**src/cupr_pkg.sv**
```systemverilog
// ----------------------------------------------------------------------------
// cupr_pkg: shared definitions for the CSS url() prefix rewriter
// Lexer modes, character codes, register indexes and the control/status
// structs exchanged between the controller and the datapath.
// ----------------------------------------------------------------------------
package cupr_pkg;

    localparam int URL_WINDOW_DEF = 6;
    localparam int PREFIX_MAX_DEF = 8;

    localparam int BYTE_W     = 8;
    localparam int PREFIX_W   = 64;
    localparam int LEN_W      = 4;
    localparam int CFG_IDX_W  = 1;
    localparam int HTTP_LEN   = 5;
    localparam int HTTPS_LEN  = 6;
    localparam int SLASH_LEN  = 1;

    localparam logic [7:0] CH_STAR   = 8'h2A;
    localparam logic [7:0] CH_SLASH  = 8'h2F;
    localparam logic [7:0] CH_DQUOTE = 8'h22;
    localparam logic [7:0] CH_SQUOTE = 8'h27;
    localparam logic [7:0] CH_LPAREN = 8'h28;
    localparam logic [7:0] CH_RPAREN = 8'h29;
    localparam logic [7:0] CH_BSLASH = 8'h5C;
    localparam logic [7:0] CH_U      = 8'h75;
    localparam logic [7:0] CH_R      = 8'h72;
    localparam logic [7:0] CH_L      = 8'h6C;
    localparam logic [7:0] CH_H      = 8'h68;
    localparam logic [7:0] CH_T      = 8'h74;
    localparam logic [7:0] CH_P      = 8'h70;
    localparam logic [7:0] CH_S      = 8'h73;
    localparam logic [7:0] CH_COLON  = 8'h3A;

    typedef enum logic [2:0] {
        MODE_DEFAULT = 3'd0,
        MODE_COMMENT = 3'd1,
        MODE_URL     = 3'd2,
        MODE_SINGLE  = 3'd3,
        MODE_DOUBLE  = 3'd4
    } lex_mode_t;

    typedef enum logic [CFG_IDX_W-1:0] {
        REG_PREFIX_BYTES  = 1'b0,
        REG_PREFIX_LENGTH = 1'b1
    } cfg_reg_t;

    typedef enum logic [1:0] {
        ACT_NONE,
        ACT_ECHO,
        ACT_FLUSH
    } act_t;

    typedef enum logic [1:0] {
        SRC_INPUT,
        SRC_PREFIX,
        SRC_HOLD,
        SRC_TAIL
    } out_src_t;

    typedef enum logic [1:0] {
        ST_IDLE,
        ST_PREFIX,
        ST_HOLD,
        ST_TAIL
    } ctrl_state_t;

    typedef struct packed {
        logic     accept;
        logic     load;
        out_src_t sel;
        logic     last;
        logic     idx_clr;
        logic     idx_inc;
        logic     cnt_clr;
    } cupr_cmd_t;

    typedef struct packed {
        act_t act;
        logic tail;
        logic skip_prefix;
        logic plen_zero;
        logic pre_last;
        logic hold_empty;
        logic hold_last;
        logic out_free;
    } cupr_stat_t;

    function automatic logic [7:0] lower_byte(input logic [7:0] b);
        logic [7:0] r;
        r = b;
        if (b >= 8'h41 && b <= 8'h5A) begin
            r = b + 8'h20;
        end
        return r;
    endfunction

    // Characters of "https:" by position.
    function automatic logic [7:0] https_char(input logic [2:0] i);
        logic [7:0] r;
        case (i)
            3'd0: r = CH_H;
            3'd1: r = CH_T;
            3'd2: r = CH_T;
            3'd3: r = CH_P;
            3'd4: r = CH_S;
            default: r = CH_COLON;
        endcase
        return r;
    endfunction

    // Characters of "http:" by position.
    function automatic logic [7:0] http_char(input logic [2:0] i);
        logic [7:0] r;
        r = (i == 3'd4) ? CH_COLON : https_char(i);
        return r;
    endfunction

endpackage

```
**src/cupr_dp.sv**
```systemverilog
// ----------------------------------------------------------------------------
// cupr_dp: datapath of the CSS url() prefix rewriter
// Lexer state, url hold memory, prefix match flags, configuration
// registers and the output register.
// ----------------------------------------------------------------------------
module cupr_dp
    import cupr_pkg::*;
#(
    parameter int URL_WINDOW = URL_WINDOW_DEF,
    parameter int PREFIX_MAX = PREFIX_MAX_DEF
) (
    input  logic                 aclk,
    input  logic                 aresetn,
    input  logic [BYTE_W-1:0]    s_in_byte,
    input  logic                 cfg_valid,
    input  logic [CFG_IDX_W-1:0] cfg_index,
    input  logic [PREFIX_W-1:0]  cfg_data,
    input  cupr_cmd_t            cmd,
    output cupr_stat_t           stat,
    output logic                 m_valid,
    input  logic                 m_ready,
    output logic [BYTE_W-1:0]    m_out_byte,
    output logic                 m_run_last
);

    localparam int HW    = (URL_WINDOW > 1) ? $clog2(URL_WINDOW) : 1;
    localparam int CW    = $clog2(URL_WINDOW + 1);
    localparam int PIW   = (PREFIX_MAX > 1) ? $clog2(PREFIX_MAX) : 1;
    localparam int PW    = $clog2(PREFIX_MAX + 1);
    localparam int IDX_W = (HW > PIW) ? HW : PIW;
    localparam int MW1   = (IDX_W > CW) ? IDX_W : CW;
    localparam int CMPW  = ((MW1 > PW) ? MW1 : PW) + 1;

    lex_mode_t lex_mode_reg, lex_mode_next;
    lex_mode_t saved_mode_reg, saved_mode_next;
    logic      collecting_reg, collecting_next;
    logic [BYTE_W-1:0] p1_reg, p2_reg, p3_reg;
    logic [CW-1:0]     hold_count_reg, hold_count_next;
    logic      slash_reg, slash_next;
    logic      http_reg, http_next;
    logic      https_reg, https_next;
    logic [IDX_W-1:0]  idx_reg, idx_next;
    logic [PREFIX_MAX-1:0][BYTE_W-1:0] prefix_bytes_reg;
    logic [LEN_W-1:0]  prefix_length_reg;
    logic      m_valid_reg;
    logic [BYTE_W-1:0] m_byte_reg;
    logic      m_last_reg;
    logic [BYTE_W-1:0] rd_data_reg;
    logic [BYTE_W-1:0] url_hold_mem [URL_WINDOW];

    act_t      dec_act;
    logic      dec_tail;
    logic      dec_hold;
    logic      dec_open;
    logic      no_echo;
    logic      hold_full;
    logic [BYTE_W-1:0] lc;
    logic [PW-1:0]     plen;
    logic [HW-1:0]     rd_addr;
    logic [BYTE_W-1:0] out_sel;
    logic      out_free;

    assign lc        = lower_byte(s_in_byte);
    assign hold_full = (hold_count_reg == CW'(URL_WINDOW - 1));
    assign out_free  = !m_valid_reg || m_ready;

    // Lexer decode for the byte on the input channel.
    always_comb begin
        lex_mode_next   = lex_mode_reg;
        saved_mode_next = saved_mode_reg;
        collecting_next = collecting_reg;
        dec_act  = ACT_NONE;
        dec_tail = 1'b0;
        dec_hold = 1'b0;
        dec_open = 1'b0;
        no_echo  = 1'b0;
        if (lex_mode_reg != MODE_COMMENT && s_in_byte == CH_STAR && p1_reg == CH_SLASH) begin
            saved_mode_next = lex_mode_reg;
            lex_mode_next   = MODE_COMMENT;
        end else if (lex_mode_reg == MODE_COMMENT && s_in_byte == CH_SLASH
                     && p1_reg == CH_STAR) begin
            lex_mode_next   = saved_mode_reg;
            saved_mode_next = MODE_DEFAULT;
        end else if ((lex_mode_reg inside {MODE_DEFAULT, MODE_URL})
                     && (s_in_byte == CH_DQUOTE || s_in_byte == CH_SQUOTE)) begin
            saved_mode_next = lex_mode_reg;
            lex_mode_next   = (s_in_byte == CH_DQUOTE) ? MODE_DOUBLE : MODE_SINGLE;
            if (collecting_reg) begin
                dec_act = ACT_ECHO;
            end
        end else if (((lex_mode_reg == MODE_DOUBLE && s_in_byte == CH_DQUOTE)
                      || (lex_mode_reg == MODE_SINGLE && s_in_byte == CH_SQUOTE))
                     && p1_reg != CH_BSLASH) begin
            lex_mode_next   = saved_mode_reg;
            saved_mode_next = MODE_DEFAULT;
            dec_hold        = collecting_reg;
        end else if (lex_mode_reg == MODE_DEFAULT && s_in_byte == CH_LPAREN
                     && lower_byte(p3_reg) == CH_U && lower_byte(p2_reg) == CH_R
                     && lower_byte(p1_reg) == CH_L) begin
            lex_mode_next   = MODE_URL;
            collecting_next = 1'b1;
            dec_open        = 1'b1;
            dec_act         = ACT_ECHO;
        end else if (lex_mode_reg == MODE_URL && s_in_byte == CH_RPAREN) begin
            lex_mode_next = MODE_DEFAULT;
            if (collecting_reg) begin
                collecting_next = 1'b0;
                dec_act         = ACT_FLUSH;
            end
        end else if ((lex_mode_reg == MODE_URL || saved_mode_reg == MODE_URL)
                     && collecting_reg) begin
            dec_hold = 1'b1;
        end

        // A byte that fills the hold flushes it and is not echoed again.
        if (dec_hold && hold_full) begin
            collecting_next = 1'b0;
            dec_act         = ACT_FLUSH;
            no_echo         = 1'b1;
        end

        if (!collecting_next && !no_echo) begin
            if (dec_act == ACT_FLUSH) begin
                dec_tail = 1'b1;
            end else begin
                dec_act = ACT_ECHO;
            end
        end
    end

    // Prefix match flags follow the held bytes as they arrive.
    always_comb begin
        slash_next = slash_reg;
        http_next  = http_reg;
        https_next = https_reg;
        if (hold_count_reg == '0) begin
            slash_next = (lc == CH_SLASH);
            http_next  = (lc == http_char(3'd0));
            https_next = (lc == https_char(3'd0));
        end else begin
            http_next  = http_reg && (hold_count_reg >= CW'(HTTP_LEN)
                                      || lc == http_char(hold_count_reg[2:0]));
            https_next = https_reg && (hold_count_reg >= CW'(HTTPS_LEN)
                                       || lc == https_char(hold_count_reg[2:0]));
        end
    end

    always_comb begin
        hold_count_next = hold_count_reg;
        if (cmd.cnt_clr) begin
            hold_count_next = '0;
        end else if (cmd.accept && dec_open) begin
            hold_count_next = '0;
        end else if (cmd.accept && dec_hold) begin
            hold_count_next = hold_count_reg + CW'(1);
        end
    end

    always_comb begin
        idx_next = idx_reg;
        if (cmd.idx_clr) begin
            idx_next = '0;
        end else if (cmd.idx_inc) begin
            idx_next = idx_reg + IDX_W'(1);
        end
    end

    assign rd_addr = (CMPW'(idx_next) < CMPW'(URL_WINDOW)) ? idx_next[HW-1:0] : '0;

    assign plen = (prefix_length_reg > LEN_W'(PREFIX_MAX)) ? PW'(PREFIX_MAX)
                                                           : PW'(prefix_length_reg);

    always_comb begin
        case (cmd.sel)
            SRC_INPUT:  out_sel = s_in_byte;
            SRC_PREFIX: out_sel = prefix_bytes_reg[idx_reg[PIW-1:0]];
            SRC_HOLD:   out_sel = rd_data_reg;
            SRC_TAIL:   out_sel = p1_reg;
            default:    out_sel = s_in_byte;
        endcase
    end

    always_comb begin
        stat.act         = dec_act;
        stat.tail        = dec_tail;
        stat.skip_prefix = (hold_count_reg >= CW'(SLASH_LEN) && slash_reg)
                         || (hold_count_reg >= CW'(HTTP_LEN) && http_reg)
                         || (hold_count_reg >= CW'(HTTPS_LEN) && https_reg);
        stat.plen_zero   = (plen == '0);
        stat.pre_last    = (CMPW'(idx_reg) + CMPW'(1) == CMPW'(plen));
        stat.hold_empty  = (hold_count_reg == '0);
        stat.hold_last   = (CMPW'(idx_reg) + CMPW'(1) == CMPW'(hold_count_reg));
        stat.out_free    = out_free;
    end

    always_ff @(posedge aclk) begin
        if (!aresetn) begin
            lex_mode_reg      <= MODE_DEFAULT;
            saved_mode_reg    <= MODE_DEFAULT;
            collecting_reg    <= 1'b0;
            p1_reg            <= '0;
            p2_reg            <= '0;
            p3_reg            <= '0;
            hold_count_reg    <= '0;
            slash_reg         <= 1'b0;
            http_reg          <= 1'b0;
            https_reg         <= 1'b0;
            idx_reg           <= '0;
            prefix_bytes_reg  <= '0;
            prefix_length_reg <= '0;
            m_valid_reg       <= 1'b0;
        end else begin
            if (cmd.accept) begin
                lex_mode_reg   <= lex_mode_next;
                saved_mode_reg <= saved_mode_next;
                collecting_reg <= collecting_next;
                p1_reg         <= s_in_byte;
                p2_reg         <= p1_reg;
                p3_reg         <= p2_reg;
                if (dec_hold) begin
                    slash_reg <= slash_next;
                    http_reg  <= http_next;
                    https_reg <= https_next;
                end
            end
            hold_count_reg <= hold_count_next;
            idx_reg        <= idx_next;
            if (cfg_valid) begin
                case (cfg_reg_t'(cfg_index))
                    REG_PREFIX_BYTES:  prefix_bytes_reg  <= cfg_data[PREFIX_MAX*BYTE_W-1:0];
                    REG_PREFIX_LENGTH: prefix_length_reg <= cfg_data[LEN_W-1:0];
                    default: ;
                endcase
            end
            if (cmd.load) begin
                m_valid_reg <= 1'b1;
            end else if (m_ready) begin
                m_valid_reg <= 1'b0;
            end
        end
    end

    always_ff @(posedge aclk) begin
        if (cmd.load) begin
            m_byte_reg <= out_sel;
            m_last_reg <= cmd.last;
        end
    end

    always_ff @(posedge aclk) begin
        if (cmd.accept && dec_hold) begin
            url_hold_mem[hold_count_reg[HW-1:0]] <= s_in_byte;
        end
        rd_data_reg <= url_hold_mem[rd_addr];
    end

    assign m_valid    = m_valid_reg;
    assign m_out_byte = m_byte_reg;
    assign m_run_last = m_last_reg;

endmodule

```
**src/cupr_ctrl.sv**
```systemverilog
// ----------------------------------------------------------------------------
// cupr_ctrl: sequencing controller of the CSS url() prefix rewriter
// Accepts input bytes and steps a url flush through prefix, held bytes
// and the closing parenthesis.
// ----------------------------------------------------------------------------
module cupr_ctrl
    import cupr_pkg::*;
(
    input  logic       aclk,
    input  logic       aresetn,
    input  logic       s_valid,
    output logic       s_ready,
    input  cupr_stat_t stat,
    output cupr_cmd_t  cmd
);

    ctrl_state_t state_reg, state_next;
    logic        tail_reg, tail_next;

    always_ff @(posedge aclk) begin
        if (!aresetn) begin
            state_reg <= ST_IDLE;
            tail_reg  <= 1'b0;
        end else begin
            state_reg <= state_next;
            tail_reg  <= tail_next;
        end
    end

    always_comb begin
        state_next = state_reg;
        tail_next  = tail_reg;
        s_ready    = 1'b0;
        cmd        = '0;
        cmd.sel    = SRC_INPUT;
        case (state_reg)
            ST_IDLE: begin
                s_ready = stat.out_free;
                if (s_valid && stat.out_free) begin
                    cmd.accept = 1'b1;
                    case (stat.act)
                        ACT_ECHO: begin
                            cmd.load = 1'b1;
                            cmd.sel  = SRC_INPUT;
                            cmd.last = 1'b1;
                        end
                        ACT_FLUSH: begin
                            tail_next   = stat.tail;
                            cmd.idx_clr = 1'b1;
                            state_next  = ST_PREFIX;
                        end
                        default: ;
                    endcase
                end
            end
            ST_PREFIX: begin
                if (stat.skip_prefix || stat.plen_zero) begin
                    state_next = ST_HOLD;
                end else if (stat.out_free) begin
                    cmd.load = 1'b1;
                    cmd.sel  = SRC_PREFIX;
                    cmd.last = stat.pre_last && stat.hold_empty && !tail_reg;
                    if (stat.pre_last) begin
                        cmd.idx_clr = 1'b1;
                        state_next  = ST_HOLD;
                    end else begin
                        cmd.idx_inc = 1'b1;
                    end
                end
            end
            ST_HOLD: begin
                if (stat.hold_empty) begin
                    cmd.cnt_clr = 1'b1;
                    state_next  = tail_reg ? ST_TAIL : ST_IDLE;
                end else if (stat.out_free) begin
                    cmd.load = 1'b1;
                    cmd.sel  = SRC_HOLD;
                    cmd.last = stat.hold_last && !tail_reg;
                    if (stat.hold_last) begin
                        cmd.idx_clr = 1'b1;
                        cmd.cnt_clr = 1'b1;
                        state_next  = tail_reg ? ST_TAIL : ST_IDLE;
                    end else begin
                        cmd.idx_inc = 1'b1;
                    end
                end
            end
            ST_TAIL: begin
                if (stat.out_free) begin
                    cmd.load   = 1'b1;
                    cmd.sel    = SRC_TAIL;
                    cmd.last   = 1'b1;
                    state_next = ST_IDLE;
                end
            end
            default: begin
                state_next = ST_IDLE;
            end
        endcase
    end

endmodule

```
**src/css_url_prefix_rewriter.sv**
```systemverilog
// ----------------------------------------------------------------------------
// css_url_prefix_rewriter: CSS url() prefix rewriter, top level
// Echoes CSS text byte by byte and inserts a configured prefix in front of
// relative url() targets.
// ----------------------------------------------------------------------------
// Output: an echoed byte is registered onto m_ and is there in the cycle after its input
// transfer; a url flush sends the prefix bytes, unless the prefix is skipped or empty,
// then the held bytes, then ")" when the url closed with one.
// Throughput: one input byte per cycle when it echoes, holds or drops the byte, while
// the output is free; no input is taken while a url flush is in progress.
// Reset clears lexer state, hold count, configuration and output valid, not the hold.
module css_url_prefix_rewriter
    import cupr_pkg::*;
#(
    parameter int URL_WINDOW = URL_WINDOW_DEF,
    parameter int PREFIX_MAX = PREFIX_MAX_DEF
) (
    input  logic                 aclk,
    input  logic                 aresetn,
    input  logic                 s_valid,
    output logic                 s_ready,
    input  logic [BYTE_W-1:0]    s_in_byte,
    output logic                 m_valid,
    input  logic                 m_ready,
    output logic [BYTE_W-1:0]    m_out_byte,
    output logic                 m_run_last,
    input  logic                 cfg_valid,
    output logic                 cfg_ready,
    input  logic [CFG_IDX_W-1:0] cfg_index,
    input  logic [PREFIX_W-1:0]  cfg_data
);

    cupr_cmd_t  cmd;
    cupr_stat_t stat;

    // Configuration registers take a write in any cycle.
    assign cfg_ready = 1'b1;

    cupr_ctrl u_ctrl (
        .aclk    (aclk),
        .aresetn (aresetn),
        .s_valid (s_valid),
        .s_ready (s_ready),
        .stat    (stat),
        .cmd     (cmd)
    );

    cupr_dp #(
        .URL_WINDOW (URL_WINDOW),
        .PREFIX_MAX (PREFIX_MAX)
    ) u_dp (
        .aclk       (aclk),
        .aresetn    (aresetn),
        .s_in_byte  (s_in_byte),
        .cfg_valid  (cfg_valid),
        .cfg_index  (cfg_index),
        .cfg_data   (cfg_data),
        .cmd        (cmd),
        .stat       (stat),
        .m_valid    (m_valid),
        .m_ready    (m_ready),
        .m_out_byte (m_out_byte),
        .m_run_last (m_run_last)
    );

endmodule

```
**config.mk**
```make
export PLATFORM = sky130hd
export DESIGN_NAME = css_url_prefix_rewriter
export DESIGN_NICKNAME = d
export VERILOG_FILES = /design/src/cupr_pkg.sv /design/src/cupr_dp.sv /design/src/cupr_ctrl.sv /design/src/css_url_prefix_rewriter.sv
export SDC_FILE = /design/constraint.sdc
export NUM_CORES = 1
export LEC_CHECK = 0
export BUFFER_PORTS_ARGS = -buffer_cell sky130_fd_sc_hd__buf_2
export CAP_MARGIN = 20
export CORE_ASPECT_RATIO = 1.4
export CORE_MARGIN = 2
export CORE_UTILIZATION = 48
export DETAILED_ROUTE_END_ITERATION = 10
export PLACE_DENSITY = 0.68
export RECOVER_POWER = 100
export SLEW_MARGIN = 20
export SYNTH_ARGS = -nofsm -noshare
export SYNTH_HDL_FRONTEND = slang
export SYNTH_SLANG_ARGS = --single-unit
```
**constraint.sdc**
```tcl
create_clock -name aclk -period 3.9 [get_ports aclk]
set_clock_uncertainty 0.15 [all_clocks]
set_input_delay 0.195 -clock aclk [delete_from_list [all_inputs] [get_ports aclk]]
set_output_delay 0.195 -clock aclk [all_outputs]
set_load 0.1 [all_outputs]
```
# Yosys cells after proc, flatten, opt, wreduce, memory -nomap -nowiden
# Memories as Yosys holds them, arrays and structs flattened. A register that Yosys moved wholly into a read port is not among the register bits.
# Index checks and enable logic that the tools add are counted.
[word_totals]
register_bits = 121
mem_bits_rw = 48
inputBits = 78
out_inout_bits = 12
elab_cells = 265
mem_count = 1
[mem_list]
columns = ["memory", "words", "width", "rd", "rd_clocked_by_memory_dff", "write_ports", "line", "text"]
rows = [
  ["u_dp.url_hold_mem", 6, 8, 1, 1, 1, "cupr_dp.sv:49", "logic [BYTE_W-1:0] url_hold_mem [URL_WINDOW];"],
]
[classes]
n_addsub = 7
n_lt_le_gt_ge = 14
n_eq_ne = 45
n_mux = 108
bitwise_logic = 2
n_reduce_logical = 63
[ops]
columns = ["op", "n"]
rows = [
  ["8-bit two-way mux", 20],
  ["8-bit by 6-bit == test with 1-bit output, second input constant", 9],
  ["3-bit two-way mux", 14],
  ["2-bit two-way mux", 20],
  ["1-bit two-way mux", 38],
  ["8-bit by 6-bit adder with 8-bit output, second input constant", 4],
  ["8-bit by 7-bit == test with 1-bit output, second input constant", 4],
  ["8-bit by 7-bit greater-or-equal comparator with 1-bit output, second input constant", 4],
  ["8-bit by 7-bit <= comparator with 1-bit output, second input constant", 4],
  ["8-bit one-hot mux with 4 select lines", 1],
  ["1-bit logical AND", 31],
  ["8-bit binary-select mux with 3-bit select", 1],
  ["6-bit two-way mux", 4],
  ["7-bit one-hot mux with 3 select lines", 1],
  ["8-bit == test", 2],
  ["4-bit one-hot mux with 4 select lines", 1],
  ["3-bit by 2-bit == test with 1-bit output, second input constant", 5],
  ["3-bit by 1-bit inequality test with 1-bit output, second input constant", 5],
  ["7-bit one-hot mux with 2 select lines", 1],
  ["2-bit == test, second input constant", 6],
  ["4-bit two-way mux", 3],
  ["2-bit AND reduction", 5],
  ["3-bit == test, second input constant", 3],
  ["1-bit logical OR", 9],
  ["30 further kinds", 44],
]

# Logic depth before layout (Yosys ltp)
[logic_depth]
word_depth = 29
ltp_mapped = 14
depth_no_buf = 11

# Cells and area by module
# Synthesis repeated with hierarchy kept, for this count alone.
[hier_totals]
cells_unflattened = 830
hier_area_um2 = 8595.7
[by_module_without_submodules]
columns = ["module", "instances", "cells_each", "area_each_um2", "seq_area_each_um2"]
rows = [
  ["cupr_dp", 1, 772, 8152.8, 4053.9],
  ["cupr_ctrl", 1, 56, 431.7, 60.1],
  ["css_url_prefix_rewriter", 1, 2, 11.3, 0.0],
]

# Worst setup path after synthesis
# No wires, ideal clock.
[synth_path]
path_kind = "register to register"
startpoint = "reg u_dp.hold_count_reg[1]"
endpoint = "reg u_dp.rd_data_reg[5] (read register of u_dp.url_hold_mem)"
setup_ns = 0.136
t_arrival_ns = 3.357
t_required_ns = 3.614
setup_slack_ns = 0.257
stages_incl_launch_ff = 15
path_buffers = 3
synth_period_minus_slack_ns = 3.643
path_cell_list = "dfxtp_1 clkbuf_1 inv_1 ha_1 or3_1 a21o_1 a221o_1 o31a_1 nor3_1 o211ai_1 or2_1 buf_2 buf_6 a2111oi_0 a211oi_1"
[synth_between]
elab_chain_len = 13
word_cells_on_any_way = 36
classes_between = "4 x order compare; 4 x eq/ne; 17 x mux; 11 x reduce/logical"
[synth_rtl]
columns = ["item", "line", "text"]
rows = [
  ["from (decl)", "cupr_dp.sv:38", "logic [CW-1:0] hold_count_reg, hold_count_next;"],
  ["from (signal assigned)", "cupr_dp.sv:226", "hold_count_reg <= hold_count_next;"],
  ["3-bit == test", "cupr_dp.sv:64", "assign hold_full = (hold_count_reg == CW'(URL_WINDOW - 1));"],
  ["1-bit logical AND", "cupr_dp.sv:116", "if (dec_hold && hold_full) begin"],
  ["2-bit two-way mux or 1-bit two-way mux (tied branches)", "cupr_dp.sv:116", ""],
  ["2-bit == test or 1-bit logical NOT (tied branches)", "cupr_dp.sv:123, cupr_dp.sv:122", ""],
  ["2-bit two-way mux or 1-bit logical AND (tied branches)", "cupr_dp.sv:123, cupr_dp.sv:122", ""],
  ["2-bit two-way mux", "cupr_dp.sv:122", "if (!collecting_next && !no_echo) begin"],
  ["2-bit == test", "cupr_ctrl.sv:41", "case (stat.act)"],
  ["1-bit two-way mux", "cupr_ctrl.sv:41", ""],
  ["6-bit two-way mux", "cupr_ctrl.sv:39", "if (s_valid && stat.out_free) begin"],
  ["1-bit one-hot mux with 3 select lines", "cupr_ctrl.sv:36", "case (state_reg)"],
  ["3-bit two-way mux *", "cupr_dp.sv:161", "if (cmd.idx_clr) begin"],
  ["3-bit less-than comparator", "cupr_dp.sv:168", "assign rd_addr = (CMPW'(idx_next) < CMPW'(URL_WINDOW)) ? idx_next[HW-1:0] : '0;"],
  ["3-bit two-way mux *", "cupr_dp.sv:168", ""],
  ["to (decl)", "cupr_dp.sv:48", "logic [BYTE_W-1:0] rd_data_reg;"],
]
# Mark *: on every way between the ends. The rest lies on a longest branch, timed or not.
# A chain may end at the register's enable or synchronous reset.

# Worst setup path after layout
[layout_path]
startpoint = "reg u_dp.lex_mode_reg[2]"
endpoint = "reg u_dp.rd_data_reg[3] (read register of u_dp.url_hold_mem)"
[layout_between]
elab_chain_len = 22
word_cells_on_any_way = 59
classes_between = "1 x order compare; 7 x eq/ne; 29 x mux; 22 x reduce/logical"
[layout_rtl]
columns = ["item", "line", "text"]
rows = [
  ["from (decl)", "cupr_dp.sv:34", "lex_mode_t lex_mode_reg, lex_mode_next;"],
  ["from (signal assigned)", "cupr_dp.sv:214", "lex_mode_reg <= lex_mode_next;"],
  ["3-bit by 2-bit == test with 1-bit output or 3-bit logical NOT (tied branches)", "-", ""],
  ["1-bit logical OR or 1-bit logical AND (tied branches)", "cupr_dp.sv:110, cupr_dp.sv:97", ""],
  ["1-bit logical AND, on equally long branches", "cupr_dp.sv:111, cupr_dp.sv:98", ""],
  ["1-bit two-way mux or 1-bit logical AND (tied branches)", "cupr_dp.sv:110, cupr_dp.sv:98", ""],
  ["1-bit two-way mux or 1-bit logical AND (tied branches)", "cupr_dp.sv:104, cupr_dp.sv:99", ""],
  ["1-bit two-way mux", "cupr_dp.sv:97", "end else if (lex_mode_reg == MODE_DEFAULT && s_in_byte == CH_LPAREN"],
  ["1-bit two-way mux", "cupr_dp.sv:91", "end else if (((lex_mode_reg == MODE_DOUBLE && s_in_byte == CH_DQUOTE)"],
  ["1-bit two-way mux", "cupr_dp.sv:84", "end else if ((lex_mode_reg inside {MODE_DEFAULT, MODE_URL})"],
  ["[6 not listed]", "-", ""],
  ["2-bit two-way mux *", "cupr_dp.sv:122", ""],
  ["2-bit == test *", "cupr_ctrl.sv:41", ""],
  ["1-bit two-way mux *", "cupr_ctrl.sv:41", ""],
  ["6-bit two-way mux *", "cupr_ctrl.sv:39", ""],
  ["1-bit one-hot mux with 3 select lines *", "cupr_ctrl.sv:36", ""],
  ["3-bit two-way mux *", "cupr_dp.sv:161", ""],
  ["3-bit less-than comparator", "cupr_dp.sv:168", ""],
  ["3-bit two-way mux *", "cupr_dp.sv:168", ""],
]
# Marks and branches as above.

==> results.toml <==
[cells_and_area]
stdcell_area_sq_um = 10300
post-route-util = 0.600
largest_reg_flops = 64
layout.nets = 1134
final_common_cell = "nand2_1"
n_fill_cell = 1466
finalNonFillerCells = 1289
num_antenna_cells = 0
final_cell_mix = "nand2_1 (205), dfxtp_1 (120), a21oi_1 (108)"
layout-drive-gt1-share = 0.142
areaGrowthSynthToFinish_pct = 23.7

[grt]
grt_usage = 0.256
antenna_found_initial = 0
grt_pass1_vias = 7264
grt_overflow_total = 0
grt_pass1_wl_um = 36600
grt_max_degree = 54

[floorplanning]
die_area_sq_um = 18500
dieHeight_um = 160
core_area_sq_um = 17200
rows = 57
start_util = 0.485
die_x_um = 115
io_pins = 90

[power_and_ir_drop]
power_density_nw_per_um2 = 393
switching_share = 0.268
pwr-share-clk = 0.410
switchingPower_mw = 1.09
internal_power_mw = 2.97
p_comb_frac = 0.099
peakVddDrop_mv = 0.372
pwr-share-seq = 0.491
p_leak_nw = 3.77

[timing]
rsz0062_at_grt = "no"
fin_hold_ws_ns = 0.113
setup_viol = 0
max_freq_ghz = 0.268
finalCritPeriodShare = 0.955
drv_slew = 107
slew-limit-headroom = -0.265
final_hold_viol_count = 0
layout_min_cycle_time_ns = 3.73
tightest_slew_ns = 1.90

[setup_path]
path_class = "reg -> reg"
end_kind = "flip-flop"
startpoint_type = "flip-flop"
worstPathArrival_ns = 3.87
crit_fanout = 15
cp.required_ns = 4.04

[cts]
cts_root_buffer = "clkbuf_16"
cts_num_sinks = 177
post_cts_buffers = 0
clk_latency_ns = 0.44
clkTransAtPathRegs_ns = 0.07
h-tree-depth = 4
cts_buffer_depth = 2
numCtsBuffers = 17
cts_tree = "done"

[logic_synthesis]
syn_area_sq_um = 8340
syn_inst = 887
yosysWarningCount = 0
async_flop_share = 0
yosysTopAreaCell = "dfxtp_1"
synth_edf_count = 57
ys_types = 77
netlist.area_leader.share = 0.288
synth-seq-cells = 177
avgSynthCellArea_sq_um = 9.40
synth_fp_nets = 981
yosys-top-cells-area = "dfxtp_1 (29%), edfxtp_1 (21%), nand2_1 (9.2%)"
synth_top_flop_cell = "dfxtp_1"
ys_seq_area_frac = 0.493

[placed_design]
place_area_sq_um = 9100
place_inst = 1185
globalplace.congestion = 0.936
hpwl_um = 15800
io_buffer_count = 88

[worst_hold_path]
min_path_type = "in -> reg"

[outcome]
status = "complete, but fails checks"
violations = "capacitance limit, slew limit"

[detailed_routing]
viasPerCell = 5.62
drc_errors = 0
drtIter0Drc = 514
drt_wl_total_um = 23200
ant_nets = 0
firstDrtPassIters = 5
route.vias.total = 7244
post_drt_wl_per_cell_um = 18.0

[run]
maxCapViolations = 2
-- through the flow --
step,TNS (ns),total power [mW],setup WS (ns)
after floorplan,0,2.25,0.257
after global placement,0,2.38,0.234
after detailed placement,-0.0515,2.38,-0.0515
after CTS,0,4.09,0.00616
after global routing,0,4.19,0.000672
final,0,4.06,0.174
-- cells in the mapped netlist (19+ instances only) --
library cell / n
nor2b_1: 23
nor2_1: 35
edfxtp_1: 57
nand3_1: 22
dfxtp_1: 120
mux2i_1: 19
o21ai_0: 21
nand2_1: 205
clkbuf_1: 38
a21oi_1: 108
-- timing repair --
item / in CTS / in global routing
endpoints found under the hold margin: 76 / 0
hold buffers: 71 / 0
setup endpoints to repair: 1 / 8
cloned: 0 / 1
gates resized for setup: 1 / 8
pin swaps: 0 / 0
-- final cells by class --
| type | instances | area (sq um) | area share |
|---|---|---|---|
| inverter | 16 | 60.1 | 0.00582 |
| tap | 236 | 295 | 0.0286 |
| multi-input combinational | 636 | 3950 | 0.383 |
| timing repair buffer | 192 | 1320 | 0.128 |
| clock buffer | 17 | 425 | 0.0412 |
| clock inverter | 15 | 158 | 0.0153 |
| sequential | 177 | 4110 | 0.399 |
-- power groups by stage --
stage	logic (mW)	clock network [mW]	registers, mW
after floorplan	0.187	0	2.06
after global placement	0.346	0	2.03
after detailed placement	0.350	0	2.03
after CTS	0.404	1.69	1.99
after global routing	0.434	1.76	2.00
final	0.403	1.66	1.99
-- worst paths after layout --
check	start	end	slack (ns)	cells after the start
hold reg to reg	u_dp.prefix_bytes_reg[51]	u_dp.prefix_bytes_reg[51]	0.31	2
setup / recovery	u_dp.lex_mode_reg[2]	u_dp.rd_data_reg[3]	0.17	10
setup reg to reg	u_dp.lex_mode_reg[2]	u_dp.rd_data_reg[3]	0.17	10
hold / removal	m_ready	u_dp.m_valid	0.11	4
-- cell families after synthesis --
group,count (synthesis),synth area share
and+or+nand+nor,357,0.200
buffers and inverters,74,0.0363
DFF,177,0.493
muxes,35,0.0660
other,1,0.000450
AOI/OAI and AO/OA,219,0.169
adders and majority gates,16,0.0240
xor gates and xnor gates,8,0.0117
-- critical path, stage by stage, from the launching register on --
cell and delay [ns]:
dfxtp_1 0.36, or4b_1 0.58, or4_1 0.58, nor4_4 0.34
o21ai_2 0.16, and3_1 0.21, a2111oi_4 0.41, buf_6 0.23
nor2b_1 0.06, a2111oi_1 0.40, a211oi_1 0.11
-- per-layer routing --
metal | GRT usage | vias up | part of all wire
li1 | - | 3516 | -
met4 | 0.119 | 0 | 0.043
met2 | 0.457 | 225 | 0.53
met5 | 0 | - | 0
met3 | 0.0425 | 64 | 0.036
met1 | 0.291 | 3439 | 0.40
No activity file was read; power rests on OpenSTA's default activity.
